==> config.mk <==
export PLATFORM = sky130hd
export DESIGN_NAME = masked_byte_pattern_search
export DESIGN_NICKNAME = d
export VERILOG_FILES = /design/src/rtl/mbps_pkg.sv /design/src/rtl/masked_byte_pattern_search.sv /design/src/rtl/mbps_window_cmp.sv
export SDC_FILE = /design/constraint.sdc
export NUM_CORES = 1
export LEC_CHECK = 0
export BUFFER_PORTS_ARGS = -buffer_cell sky130_fd_sc_hd__buf_2
export CELL_PAD_IN_SITES_DETAIL_PLACEMENT = 1
export CELL_PAD_IN_SITES_GLOBAL_PLACEMENT = 2
export CORE_MARGIN = 5
export CORE_UTILIZATION = 43
export DETAILED_ROUTE_END_ITERATION = 8
export PLACE_DENSITY = 0.92
export SETUP_SLACK_MARGIN = 0.3
export SLEW_MARGIN = 20
export SYNTH_ARGS = -nofsm -noshare
export SYNTH_HDL_FRONTEND = slang
export SYNTH_SLANG_ARGS = --single-unit
==> constraint.sdc <==
create_clock -name clk -period 17.11 [get_ports clk]
set_input_delay 3.422 -clock clk [delete_from_list [all_inputs] [get_ports clk]]
set_output_delay 3.422 -clock clk [all_outputs]
set_load 0.02 [all_outputs]
==> src/rtl/mbps_pkg.sv <==
// Shared types and constants of the masked byte pattern search block.
// No dependencies; every module of the block imports this package.
package mbps_pkg;

  // Largest pattern the register map can describe, and the default build size.
  localparam int MAX_PATTERN_BYTES = 16;
  localparam int PATTERN_BYTES_DEF = 16;

  localparam int CFG_INDEX_W = 3;
  localparam int CFG_DATA_W  = 64;

  // Register indexes of the configuration port.
  localparam logic [CFG_INDEX_W-1:0] CFG_PATTERN_LOW  = 3'd0;
  localparam logic [CFG_INDEX_W-1:0] CFG_PATTERN_HIGH = 3'd1;
  localparam logic [CFG_INDEX_W-1:0] CFG_CARE_MASK    = 3'd2;
  localparam logic [CFG_INDEX_W-1:0] CFG_PATTERN_LEN  = 3'd3;
  localparam logic [CFG_INDEX_W-1:0] CFG_WANTED_OCC   = 3'd4;

  // Register reset values.
  localparam logic [63:0] PATTERN_RST   = 64'h0;
  localparam logic [15:0] CARE_MASK_RST = 16'hFFFF;
  localparam logic [4:0]  PAT_LEN_RST   = 5'd16;
  localparam logic [15:0] WANTED_RST    = 16'h0;

  typedef struct packed {
    logic [7:0] data_byte;
    logic       region_first;
    logic       region_last;
  } in_word_t;

  typedef struct packed {
    logic        match_found;
    logic [31:0] match_offset;
  } out_word_t;

endpackage

==> src/rtl/masked_byte_pattern_search.sv <==
// Top level of the masked byte pattern search block.
// Depends on mbps_pkg and mbps_window_cmp.
//
// Scans a byte stream, one data word per clock, for a pattern of up to
// PATTERN_BYTES bytes with a per-byte care mask (byte 0 is always compared).
// Matches are counted from zero at each word flagged region_first; when the
// count reaches wanted_occurrence one word is returned with match_found set
// and the offset of the match start, and the rest of the region is dropped.
// If the region_last word passes without that, a not-found word (offset 0)
// is returned. Every start offset where the whole pattern fits is tried,
// overlapping matches included. Throughput is one input word per clock,
// sustained as long as out_ready stays high. The accepting edge loads the
// input stage; compare and decision load the result into the output
// register as that word leaves the input stage. Only a result word held
// by out_ready low, with a word waiting in the input stage, stops in_ready.
// Configuration writes are taken in any cycle (cfg_ready is always high) and
// must only be issued while the block is idle. Offsets saturate at
// 32'hFFFFFFFF for very long regions; the match count saturates at 16'hFFFF.
module masked_byte_pattern_search import mbps_pkg::*; #(
  parameter int PATTERN_BYTES = PATTERN_BYTES_DEF
) (
  input  logic                   clk,
  input  logic                   rst_n,
  input  logic                   in_valid,
  output logic                   in_ready,
  input  in_word_t               in_data,
  output logic                   out_valid,
  input  logic                   out_ready,
  output out_word_t              out_data,
  input  logic                   cfg_valid,
  output logic                   cfg_ready,
  input  logic [CFG_INDEX_W-1:0] cfg_index,
  input  logic [CFG_DATA_W-1:0]  cfg_data
);

  localparam int LW = $clog2(PATTERN_BYTES + 1);

  // Configuration registers.
  logic [63:0] pat_low_r, pat_high_r;
  logic [15:0] care_mask_r, wanted_r;
  logic [4:0]  pat_len_r;
  logic [LW-1:0] used_len;

  // Input stage: window and byte position of the word under test.
  logic [PATTERN_BYTES-1:0][7:0] win_r, win_nxt;
  logic [31:0] seen_r, seen_nxt;
  logic [31:0] pos_r, pos_nxt;
  logic        s1_valid_r, s1_valid_nxt;
  logic        s1_first_r, s1_last_r;

  // Decision stage state.
  logic [15:0] cnt_r, cnt_nxt, cnt_eff;
  logic        done_r, done_nxt, done_eff;

  // Output register.
  logic        out_valid_r, out_valid_nxt;
  out_word_t   out_data_r, out_data_nxt;

  logic in_accept, stall, s1_adv, hit, fits, produce;

  assign cfg_ready = 1'b1;

  always_ff @(posedge clk) begin
    if (!rst_n) begin
      pat_low_r   <= PATTERN_RST;
      pat_high_r  <= PATTERN_RST;
      care_mask_r <= CARE_MASK_RST;
      pat_len_r   <= PAT_LEN_RST;
      wanted_r    <= WANTED_RST;
    end else if (cfg_valid && cfg_ready) begin
      unique case (cfg_index)
        CFG_PATTERN_LOW:  pat_low_r   <= cfg_data;
        CFG_PATTERN_HIGH: pat_high_r  <= cfg_data;
        CFG_CARE_MASK:    care_mask_r <= cfg_data[15:0];
        CFG_PATTERN_LEN:  pat_len_r   <= cfg_data[4:0];
        CFG_WANTED_OCC:   wanted_r    <= cfg_data[15:0];
        default: ;  // unmapped index: drop the write
      endcase
    end
  end

  // Clamp the programmed length into 1 .. PATTERN_BYTES.
  always_comb begin
    priority if (pat_len_r == 5'd0) begin
      used_len = LW'(1);
    end else if (pat_len_r > 5'(PATTERN_BYTES)) begin
      used_len = LW'(PATTERN_BYTES);
    end else begin
      used_len = LW'(pat_len_r);
    end
  end

  // Handshake: hold the input stage only while a result word is stuck.
  assign stall     = out_valid_r && !out_ready;
  assign s1_adv    = s1_valid_r && !stall;
  assign in_ready  = !s1_valid_r || !stall;
  assign in_accept = in_valid && in_ready;

  // Input stage. Words after a result still shift the window; that is
  // harmless because only a region start makes the block look again, and a
  // region start clears the window and the position.
  always_comb begin
    logic [PATTERN_BYTES-1:0][7:0] base;
    base         = in_data.region_first ? '0 : win_r;
    pos_nxt      = in_data.region_first ? '0 : seen_r;
    seen_nxt     = (pos_nxt == '1) ? pos_nxt : pos_nxt + 32'd1;
    win_nxt      = {base[PATTERN_BYTES-2:0], in_data.data_byte};
    s1_valid_nxt = in_accept ? 1'b1 : (s1_adv ? 1'b0 : s1_valid_r);
  end

  always_ff @(posedge clk) begin
    if (!rst_n) begin
      s1_valid_r <= 1'b0;
      seen_r     <= '0;
      win_r      <= '0;
    end else begin
      s1_valid_r <= s1_valid_nxt;
      if (in_accept) begin
        seen_r <= seen_nxt;
        win_r  <= win_nxt;
      end
    end
  end

  always_ff @(posedge clk) begin
    if (in_accept) begin
      pos_r      <= pos_nxt;
      s1_first_r <= in_data.region_first;
      s1_last_r  <= in_data.region_last;
    end
  end

  mbps_window_cmp #(
    .PATTERN_BYTES(PATTERN_BYTES)
  ) u_cmp (
    .window   (win_r),
    .pat_low  (pat_low_r),
    .pat_high (pat_high_r),
    .care_mask(care_mask_r),
    .used_len (used_len),
    .hit      (hit)
  );

  // Decision stage: count matches, take the wanted one, or close the region.
  // The fit test wraps at 32 bits, so a saturated position never fits.
  always_comb begin
    done_eff     = s1_first_r ? 1'b0 : done_r;
    cnt_eff      = s1_first_r ? '0 : cnt_r;
    fits         = (pos_r + 32'd1) >= 32'(used_len);
    cnt_nxt      = cnt_r;
    done_nxt     = done_r;
    produce      = 1'b0;
    out_data_nxt = out_data_r;
    if (s1_adv) begin
      cnt_nxt  = cnt_eff;
      done_nxt = done_eff;
      if (!done_eff) begin
        if (fits && hit && (cnt_eff == wanted_r)) begin
          done_nxt                  = 1'b1;
          produce                   = 1'b1;
          out_data_nxt.match_found  = 1'b1;
          out_data_nxt.match_offset = pos_r - (32'(used_len) - 32'd1);
        end else begin
          if (fits && hit && (cnt_eff != '1)) begin
            cnt_nxt = cnt_eff + 16'd1;
          end
          if (s1_last_r) begin
            done_nxt                  = 1'b1;
            produce                   = 1'b1;
            out_data_nxt.match_found  = 1'b0;
            out_data_nxt.match_offset = '0;
          end
        end
      end
    end
    out_valid_nxt = produce ? 1'b1 : (out_ready ? 1'b0 : out_valid_r);
  end

  always_ff @(posedge clk) begin
    if (!rst_n) begin
      cnt_r       <= '0;
      done_r      <= 1'b0;
      out_valid_r <= 1'b0;
    end else begin
      cnt_r       <= cnt_nxt;
      done_r      <= done_nxt;
      out_valid_r <= out_valid_nxt;
    end
  end

  always_ff @(posedge clk) begin
    out_data_r <= out_data_nxt;
  end

  assign out_valid = out_valid_r;
  assign out_data  = out_data_r;

  // A region that already gave its result stays silent until a region start.
  a_silent_after_done: assert property (@(posedge clk) disable iff (!rst_n)
    (produce && done_r) |-> s1_first_r)
    else $error("result produced for a region already closed");

  // A new result is only loaded from a word leaving the input stage.
  a_result_from_stage: assert property (@(posedge clk) disable iff (!rst_n)
    produce |-> (s1_valid_r && (!out_valid_r || out_ready)))
    else $error("result produced without an advancing word or overwrote one");

  // Back pressure reaches the input only with both stages occupied.
  a_ready_low_full: assert property (@(posedge clk) disable iff (!rst_n)
    !in_ready |-> (s1_valid_r && out_valid_r && !out_ready))
    else $error("in_ready low with room in the pipeline");

  // A not-found result always carries offset zero.
  a_notfound_zero: assert property (@(posedge clk) disable iff (!rst_n)
    (out_valid_r && !out_data_r.match_found) |-> (out_data_r.match_offset == '0))
    else $error("not-found result with nonzero offset");

endmodule

==> src/rtl/mbps_window_cmp.sv <==
// Masked compare of the byte window against the configured pattern.
// Depends on mbps_pkg; instantiated by masked_byte_pattern_search.
module mbps_window_cmp import mbps_pkg::*; #(
  parameter int PATTERN_BYTES = PATTERN_BYTES_DEF,
  localparam int LW = $clog2(PATTERN_BYTES + 1),
  localparam int IW = $clog2(PATTERN_BYTES)
) (
  input  logic [PATTERN_BYTES-1:0][7:0] window,    // newest byte at index 0
  input  logic [63:0]                   pat_low,
  input  logic [63:0]                   pat_high,
  input  logic [15:0]                   care_mask,
  input  logic [LW-1:0]                 used_len,  // 1 .. PATTERN_BYTES
  output logic                          hit
);

  logic [127:0]                   pat_all;
  logic [PATTERN_BYTES-1:0]       miss;
  logic [PATTERN_BYTES-1:0][LW-1:0] pos;

  assign pat_all = {pat_high, pat_low};

  // Pattern byte j lines up with the byte received len-1-j items ago.
  always_comb begin
    for (int j = 0; j < PATTERN_BYTES; j++) begin
      pos[j]  = used_len - LW'(1) - LW'(j);
      miss[j] = (LW'(j) < used_len) && ((j == 0) || care_mask[j]) &&
                (window[pos[j][IW-1:0]] != pat_all[8*j +: 8]);
    end
  end

  assign hit = ~|miss;

endmodule
# Word-level counts from Yosys, hierarchy flattened
# Cells that the tools add are included.
dict set report word_totals {
  register_bits 411
  latchBits 0
  ram_bits 0
  rom_bits 0
  inputBits 82
  output_inout_bits 36
  wordCells 217
  n_memories 0
}
dict set report classes {
  add_sub_neg 21
  multipliers 0
  div_mod_pow 0
  n_lt_le_gt_ge 34
  eq_ne 23
  shifts 0
  muxes 53
  bitwise_logic 1
  reduce_logical 54
}
# op n
set op_table {}
lappend op_table {{8-bit binary-select mux with 4-bit select} 16}
lappend op_table {{8-bit two-way mux} 16}
lappend op_table {{8-bit != test} 16}
lappend op_table {{120-bit two-way mux} 1}
lappend op_table {{32-bit two-way mux} 3}
lappend op_table {{4-bit by 5-bit less-than comparator with 1-bit output, second input constant} 16}
lappend op_table {{32-bit by 1-bit adder with 32-bit output, second input constant} 2}
lappend op_table {{16-bit two-way mux} 4}
lappend op_table {{4-bit by 5-bit less-than comparator with 1-bit output, first input constant} 8}
lappend op_table {{1-bit logical AND} 37}
lappend op_table {{33-bit two-way mux} 1}
lappend op_table {{32-bit == test, second input constant} 1}
lappend op_table {{32-bit by 5-bit >= comparator with 1-bit output} 1}
lappend op_table {{32-bit subtractor} 1}
lappend op_table {{4-bit subtractor, second input constant} 8}
lappend op_table {{3-bit by 5-bit less-than comparator with 1-bit output, first input constant} 4}
lappend op_table {{16-bit by 1-bit adder with 16-bit output, second input constant} 1}
lappend op_table {{16-bit == test} 1}
lappend op_table {{16-bit != test, second input constant} 1}
lappend op_table {{16-bit OR reduction} 1}
lappend op_table {{4-bit by 3-bit subtractor with 4-bit output, second input constant} 4}
lappend op_table {{1-bit by 5-bit less-than comparator with 1-bit output, first input constant} 2}
lappend op_table {{2-bit by 5-bit less-than comparator with 1-bit output, first input constant} 2}
lappend op_table {{1-bit two-way mux} 10}
lappend op_table {{16 further kinds} 29}

# Depth between registers and ports, before layout
# Gate-level depths: netlist (run 1).
dict set report logic_depth {
  ltp_word 17
  depth_mapped 24
}

# Hierarchy
# Synthesis (run 1) repeated with hierarchy kept, for this count alone.
dict set report hier_totals {
  cells_unflattened 3193
  area_unflattened_um2 27264.9
}
# module instances cells_per_inst area_per_inst_um2 seq_area_each_um2
set by_module_without_submodules {}
lappend by_module_without_submodules {masked_byte_pattern_search 1 2166 18312.6 8898.5}
lappend by_module_without_submodules {mbps_window_cmp 1 1027 8952.3 0.0}

# Worst setup path before layout (run 1)
# No wires, ideal clock.
dict set report synth_timing {
  path_type {register to register}
  startpoint {register pat_len_r[4]}
  endpoint {register out_data_r, in the netlist out_data[0], enable pin}
  setup_time_ns 0.423
  t_arrival_ns 7.105
  required_ns 16.687
  path_slack_ns 9.582
  path_stages_with_launch 22
  n_path_buf 6
  path_cell_list {dfxtp_1 nand2b_1 clkbuf_1 clkbuf_1 clkbuf_1 ha_1 xnor2_1 inv_2 buf_2 buf_1 ha_1 a31o_2 xor2_1 mux4_2 xnor2_1 nand4_1 o221ai_1 nand4_1 nor4b_2 buf_2 a21oi_1 nor2_1}
}
dict set report synth_between {
  elab_chain_cells 15
  elab_cells_between_ends 122
  classes_between {add/sub (16); order compare (18); eq/ne (16); mux (34); reduce/logical (38)}
}
# element line
set synth_rtl {}
lappend synth_rtl {{from (decl)} masked_byte_pattern_search.sv:41} ;# logic [4:0] pat_len_r;
lappend synth_rtl {{from (signal assigned)} masked_byte_pattern_search.sv:75} ;# CFG_PATTERN_LEN: pat_len_r <= cfg_data[4:0];
lappend synth_rtl {{5-bit greater-than comparator} masked_byte_pattern_search.sv:86} ;# end else if (pat_len_r > 5'(PATTERN_BYTES)) begin
lappend synth_rtl {{5-bit two-way mux} masked_byte_pattern_search.sv:86}
lappend synth_rtl {{5-bit two-way mux *} masked_byte_pattern_search.sv:84} ;# priority if (pat_len_r == 5'd0) begin
lappend synth_rtl {{4-bit by 1-bit subtractor with 4-bit output} mbps_window_cmp.sv:25} ;# pos[j] = used_len - LW'(1) - LW'(j);
lappend synth_rtl {{4-bit by 1-bit subtractor with 4-bit output, or another cell as far along} mbps_window_cmp.sv:25}
lappend synth_rtl {{8-bit binary-select mux with 4-bit select} mbps_window_cmp.sv:27} ;# (window[pos[j][IW-1:0]] != pat_all[8*j +: 8]);
lappend synth_rtl {{8-bit two-way mux (implied by the code)} mbps_window_cmp.sv:27}
lappend synth_rtl {{8-bit != test} mbps_window_cmp.sv:27}
lappend synth_rtl {{1-bit logical AND} mbps_window_cmp.sv:26} ;# miss[j] = (LW'(j) < used_len) && ((j == 0) || care_mask[j]) &&
lappend synth_rtl {{16-bit OR reduction} mbps_window_cmp.sv:31} ;# assign hit = ~|miss;
lappend synth_rtl {{1-bit zero test} mbps_window_cmp.sv:31}
lappend synth_rtl {{1-bit logical AND * (2 in a row)} masked_byte_pattern_search.sv:158} ;# if (fits && hit && (cnt_eff == wanted_r)) begin
lappend synth_rtl {{2-bit nonzero test (no line) *} n/a}
lappend synth_rtl {{3-bit AND reduction (no line) *} n/a}
lappend synth_rtl {{to (signal assigned)} masked_byte_pattern_search.sv:192} ;# out_data_r <= out_data_nxt;
lappend synth_rtl {{to (decl)} masked_byte_pattern_search.sv:57} ;# out_word_t out_data_r, out_data_nxt;
# Mark *: on every way between the ends. The rest lies on a longest branch, timed or not. The select of a mux whose other input is x is not followed.
# A chain may end at the register's enable or synchronous reset.

# Worst setup path after layout (run 1)
dict set report layout_timing {
  startpoint {register pat_len_r[4]}
  endpoint {register out_data_r, in the netlist out_data[22], data pin}
}
dict set report layout_between {
  elab_chain_cells 14
  elab_cells_between_ends 123
  classes_between {add/sub (18); order compare (18); eq/ne (16); mux (35); reduce/logical (36)}
}
# element line
set layout_rtl {}
lappend layout_rtl {{5-bit greater-than comparator} masked_byte_pattern_search.sv:86}
lappend layout_rtl {{5-bit two-way mux} masked_byte_pattern_search.sv:86}
lappend layout_rtl {{5-bit two-way mux *} masked_byte_pattern_search.sv:84}
lappend layout_rtl {{4-bit by 1-bit subtractor with 4-bit output} mbps_window_cmp.sv:25}
lappend layout_rtl {{4-bit by 1-bit subtractor with 4-bit output, or another cell as far along} mbps_window_cmp.sv:25}
lappend layout_rtl {{8-bit binary-select mux with 4-bit select} mbps_window_cmp.sv:27}
lappend layout_rtl {{8-bit two-way mux (implied by the code)} mbps_window_cmp.sv:27}
lappend layout_rtl {{8-bit != test} mbps_window_cmp.sv:27}
lappend layout_rtl {{1-bit logical AND} mbps_window_cmp.sv:26}
lappend layout_rtl {{16-bit OR reduction} mbps_window_cmp.sv:31}
lappend layout_rtl {{1-bit zero test} mbps_window_cmp.sv:31}
lappend layout_rtl {{1-bit logical AND (2 in a row)} masked_byte_pattern_search.sv:158}
lappend layout_rtl {{32-bit two-way mux *} masked_byte_pattern_search.sv:158}
# Marks and branches as above.

==> results of run 1 <==
-- stage by stage --
step | utilization | setup slack (ps) | power, mW | hold WS, ps
detailed placement | 0.4481 | 8793 | 1.276 | 472.3
finish | 0.4738 | 8738 | 2.353 | 478.5
CTS | 0.4732 | 8527 | 2.370 | 481.1
global placement | 0.4480 | 9065 | 1.268 | 460.3
global route | 0.4738 | 8260 | 2.430 | 505.6
floorplan | - | 9582 | 1.191 | 434.2
-- flip-flops by register name, indices dropped and copies added, names as in the netlist, 15 cells and up --
name,flops
win_r,128
pat_high_r,64
pat_low_r,64
out_data,33
pos_r,32
seen_r,32
cnt_r,16
wanted_r,16
care_mask_r,15
-- cells in the final DEF (no fill, tap or decap), types with 25 or more instances in the layout --
cell type    n
a211oi_1    45
a21boi_0   290
a21oi_1     45
a31oi_1     56
and2_1      45
and3_1      57
and3b_1     33
buf_2      114
buf_4       32
clkbuf_16   49
dfxtp_1    341
edfxtp_1    67
ha_1        47
mux2i_1     90
mux4_2     130
nand2_1    685
nand2b_1    25
nand3_1     72
nand3b_1   121
nand4_1     59
nor2_1     108
nor2b_1     73
nor3_1      40
o21ai_0     97
xnor2_1    141
xor2_1      53
-- power by group --
part,total [mW],internal (mW),switching (mW)
combinational,0.242,0.0897,0.152
sequential,1.02,0.995,0.0232
clock,1.09,0.654,0.438
total,2.35,1.74,0.614
-- worst paths after layout --
kind,startpoint,to,slack [ps],depth (start not counted)
worst max-delay path,pat_len_r[4],out_data[22],8740,20
worst min-delay path,pat_low_r[58],pat_low_r[58],480,2
worst max register to register,pat_len_r[4],out_data[22],8740,20
worst min register to register,pat_low_r[58],pat_low_r[58],480,2
-- cell families after synthesis --
kind of cell    count (synthesis)  share of synthesized area
compound gates                735                     0.1854
buf+inv                       286                    0.03910
simple gates                 1387                     0.2422
flops                         410                     0.3121
fa+ha+maj                      51                    0.02252
xor+xnor                      200                    0.06236
mux                           224                     0.1362
other cells                     1                  0.0001318
-- cell type report --
cell class | count | area (µm²) | share of cell area
timing repair buffer | 148 | 835.8 | 0.02683
sequential | 410 | 8884 | 0.2852
clock buffer | 64 | 1333 | 0.04277
multi-input combinational | 2598 | 18590 | 0.5967
inverter | 30 | 115.1 | 0.003695
clock inverter | 22 | 315.3 | 0.01012
tap | 864 | 1081 | 0.03470
-- worst max-delay path, cell delays in order (launching register included) --
cell and delay [ps]:
dfxtp_2 590, buf_4 750, nand2b_4 340, buf_4 840, ha_1 240, buf_4 500, clkinv_1 150, buf_4 340
ha_1 280, a211oi_2 260, xnor2_2 140, buf_4 310, mux4_2 590, xnor2_1 220, nand4_1 120, o211ai_1 190
nand4_1 210, nor4b_4 340, buf_4 370, nand2_1 620, a211oi_1 570
-- routing by layer --
layer	global-route usage	vias to the layer above
li1	-	11843
met2	0.4756	1021
met1	0.3801	13354
met4	0.1279	0
met5	0	-
met3	0.05981	248
==> impl_metrics.tcl, run 1 <==
set metrics [dict create \
    status "finished clean" \
    critical_path_arrival_ps 8730 \
    synth_most_common_cell "nand2_1" \
    rows 94 \
    wl_um 108200 \
    drive_gt1_frac 0.1222 \
    grt_overflow_total 0 \
    drtIter0Drc 2619 \
    synth_top_flop_cell "dfxtp_1" \
    syn_inst 3294 \
    wl_met2_um 49910 \
    ys_top_cells_by_count "nand2_1 (687), dfxtp_1 (343), a21boi_0 (290)" \
    wl_per_cell_um 26.17 \
    die_area_um2 71410 \
    finClkSkew_ps 22.90 \
    max_freq_mhz 119.5 \
    ant_nets 0 \
    dp_hpwl_um 76930 \
    end_kind "flop" \
    post-route-drc-count 0 \
    required_ps 17470 \
    slew_violations 0 \
    cts.sinks 410 \
    synth_edf_count 67 \
    crit_path_start_kind "flop" \
    p_leak_nw 10.48 \
    setup_violations 0 \
    worst_pin_slew_ps 1313 \
    async_reset_ff_frac 0 \
    powerDensity_nw_per_um2 75.54 \
    num_vias 26466 \
    netlist_top_cells_area "dfxtp_1 (24%), mux4_2 (10%), nand2_1 (9.1%)" \
    wl_met1_um 44100 \
    grt_pass1_wl_um 164900 \
    setup.worst_path.class "flop to flop" \
    yosysUniqueCellTypes 75 \
    netlist.area_leader.share 0.2414 \
    tns_ps 0 \
    syn-cell-area_um2 28450 \
    post-cts-setup-buffer-count 0 \
    io_pins 118 \
    relSlewSlack 0.1206 \
    gp_congestion 1.006 \
    fillers 7659 \
    initial_core_util 0.4327 \
    clk_latency_ps 600 \
    syn_area_per_cell_um2 8.637 \
    die_w_um 267.2 \
    die_h_um 267.2 \
    path_max_fanout 95 \
    fin_nets 3367 \
    design_area_um2 31150 \
    cts_root_buf "clkbuf_16" \
    htree_levels 2 \
    first_pass_iters 6 \
    fin_crit_ps 8372 \
    yosysSeqAreaShare 0.3121 \
    cts_tree "built" \
    grt_max_degree 142 \
    highest_layer "met4" \
    viasPerCell 6.399 \
    holdBufCountCts 0 \
    clock_path_buffers 3 \
    dp_cells 4050 \
    dpl_cell_area_um2 29460 \
    clk_pin_slew_ps 60 \
    numCtsBuffers 48 \
    vdd_drop_max_mv 0.06433 \
    rsz0062_at_grt "no" \
    cts_resized 0 \
    antenna_found_initial 0 \
    diodes 0 \
    synth-seq-cells 410 \
    portBuffers 116 \
    area_growth_pct 9.500 \
    hold_viol 0 \
    core_um2 65750 \
    cap_violations 0 \
    track_usage 0.2929 \
    worst_hold_path_type "flop to flop" \
    syn_nets 3425 \
    ys_warn_count 0 \
    synth_area_leader_cell "dfxtp_1" \
    route.met3.wl_um 8716 \
    period_share 0.4893 \
    grt_pass1_vias 26696 \
    stdcell_count 4136 \
]
Note: power is estimated with default switching activity, not from simulation.
==> run 2: changes to the inputs <==
Settings changed: ABC_AREA set to 1, CORE_UTILIZATION 43 to 31, PLACE_DENSITY 0.92 to 0.82.
Clock period 17.11 ns to 7.6 ns, I/O delays scaled along.
==> run 2 against run 1 <==
Maximum frequency increased by 32%. Synthesized area fell by 0.62%. Clock power rose by 150%. Largest power group unchanged.
==> impl_metrics.tcl, run 2 <==
set metrics [dict create \
    die_area_um2 97350 \
    critical-path-max-stage-delay_ps 680 \
    die_w_um 312.0 \
    clk_pin_slew_ps 60 \
    setup.worst_path.class "flop to flop" \
    numCtsBuffers 53 \
    reg.largest.list "win_r (128), pat_high_r (64), pat_low_r (64)" \
    first_pass_iters 5 \
    design_area_um2 31490 \
    rsz0062_at_grt "no" \
    cp-startpoint "pat_len_r[4]" \
    r2r_setup_slack_ps 1270 \
    total_power_mw 6.233 \
    path_max_fanout 36 \
    die_h_um 312.0 \
    post-cts-setup-buffer-count 0 \
    syn_nets 4762 \
    num_vias 31602 \
    cap_violations 0 \
    synth-xor-area-share 0.01611 \
    stdcell_count 5824 \
    synth_compound_area_frac 0.1251 \
    cts.sinks 410 \
    syn-cell-area_um2 28270 \
    powerDensity_nw_per_um2 198.0 \
    clock_path_buffers 3 \
    fin_crit_ps 6329 \
    max_freq_mhz 158.0 \
    rows 110 \
    area_growth_pct 11.36 \
    syn_inst 4631 \
    dp_cells 5724 \
    clk_latency_ps 660 \
    htree_levels 2 \
    status "finished clean" \
    finClkSkew_ps 37.00 \
    end_kind "flop" \
    synth_top_flop_cell "dfxtp_1" \
    grt_overflow_total 0 \
    largest_register_ff_count 128 \
    ys_warn_count 0 \
    hold_viol 0 \
    gp_congestion 0.9131 \
    final_cell_mix "nand2_1 (1556), nand3_1 (730), inv_1 (365)" \
    slew_violations 0 \
    crit_slowest_cell "dfxtp_1" \
    setup_violations 0 \
    vdd_drop_max_mv 0.1615 \
    relSlewSlack 0.2608 \
    synth_adder_area_share 0.02195 \
    worst_pin_slew_ps 1109 \
    wl_um 126100 \
    final_common_cell "nand2_1" \
    synth_most_common_cell "nand2_1" \
    synthMuxAreaShare 0 \
    netlist_top_cells_area "dfxtp_1 (24%), nand2_1 (21%), nand3_1 (13%)" \
    drive_gt1_frac 0.06479 \
    io_pins 118 \
    grt_max_degree 231 \
    yosys.area_share.simple 0.4354 \
    initial_core_util 0.3132 \
    grt_pass1_wl_um 190700 \
    worst_hold_path_type "flop to flop" \
    path_depth 27 \
    synth-seq-cells 410 \
    required_ps 7910 \
    dp_hpwl_um 92650 \
    fin_nets 4734 \
    grt_pass1_vias 31112 \
    cp_common_cell "nand2_1" \
    syn_area_per_cell_um2 6.106 \
    rr_startpoint "pat_len_r[4]" \
    place_ws_ps 1411 \
    synth_area_leader_cell "dfxtp_1" \
    r2r_end "out_data[22]" \
    cts_root_buf "clkbuf_16" \
    period_share 0.8327 \
    drtIter0Drc 2691 \
    portBuffers 116 \
    synth_edf_count 67 \
    yosysSeqAreaShare 0.3140 \
    min_from "care_mask_r[4]" \
    wl_per_cell_um 21.66 \
    cp_num_buf_inv 8 \
    holdBufCountCts 0 \
    critical_path_arrival_ps 6640 \
    async_reset_ff_frac 0 \
    post-route-drc-count 0 \
    top_register "win_r" \
    fin_hold_ws_ps 462.9 \
    fin_util 0.3487 \
    viasPerCell 5.426 \
    ys_top_cells_by_count "nand2_1 (1558), nand3_1 (730), inv_1 (367)" \
    antenna_found_initial 5 \
    dpl_cell_area_um2 29670 \
    core_um2 90290 \
    synth_top_family_by_area "simple AND/OR/NAND/NOR gates" \
    crit_path_end "out_data[22]" \
    ant_nets 0 \
    track_usage 0.2500 \
    cts_tree "built" \
    worst_slack_ps 1271 \
    cts_resized 0 \
    cp_top_family "simple AND/OR/NAND/NOR gates" \
    p_leak_nw 14.31 \
    tns_ps 0 \
    r2r_cells 27 \
    netlist.area_leader.share 0.2429 \
    yosysUniqueCellTypes 52 \
    crit_path_start_kind "flop" \
]
## run 2: changes by cell type after synthesis, sizes merged, moves of 130 or more
cell    previous run  this run
a21oi             45       294
nand2            687      1578
a21boi           292         4
inv               28       374
nand3             72       735
mux4             130         0
nor2             111       356
## run 2: tightest hold or removal path: cells and delay by family (launching register included)
family	cells	cell delay (ps)
simple gates	2	100
flops	1	330
## run 2: area by class of cell
class,instances,area (µm²)
clock buffer,74,1506
multi-input combinational,3602,16970
timing repair buffer,157,919.6
sequential,410,8879
fill,11844,58800
antenna,2,5.005
clock inverter,24,306.5
tap,1176,1471
inverter,379,1431
## run 2: where the power goes
part | switching, mW | total, mW | internal, mW
logic | 0.858 | 1.18 | 0.325
registers | 0.0657 | 2.35 | 2.28
clock network | 1.12 | 2.70 | 1.59
## run 2: logic make-up after synthesis
family,count (synthesis)
buffers and inverters,619
other,1
xor gates and xnor gates,52
AOI/OAI and AO/OA,644
adders and majority gates,49
and+or+nand+nor,2856
DFF,410
## run 2: how the worst min path moves through the flow
stage                            endpoint  slack (ps)  cells after the start
after floorplan           care_mask_r[10]         420                      2
after global placement     care_mask_r[4]         430                      2
after detailed placement   care_mask_r[4]         450                      2
after CTS                  care_mask_r[4]         460                      2
after global routing               done_r         490                      2
final                      care_mask_r[4]         460                      2
## run 2: metal layers
layer	track usage	routed length, µm	vias up
met5	0	13	-
met2	0.3968	55330	838
li1	-	-	15176
met1	0.3396	57050	15388
met4	0.08702	4999	2
met3	0.05069	8740	198
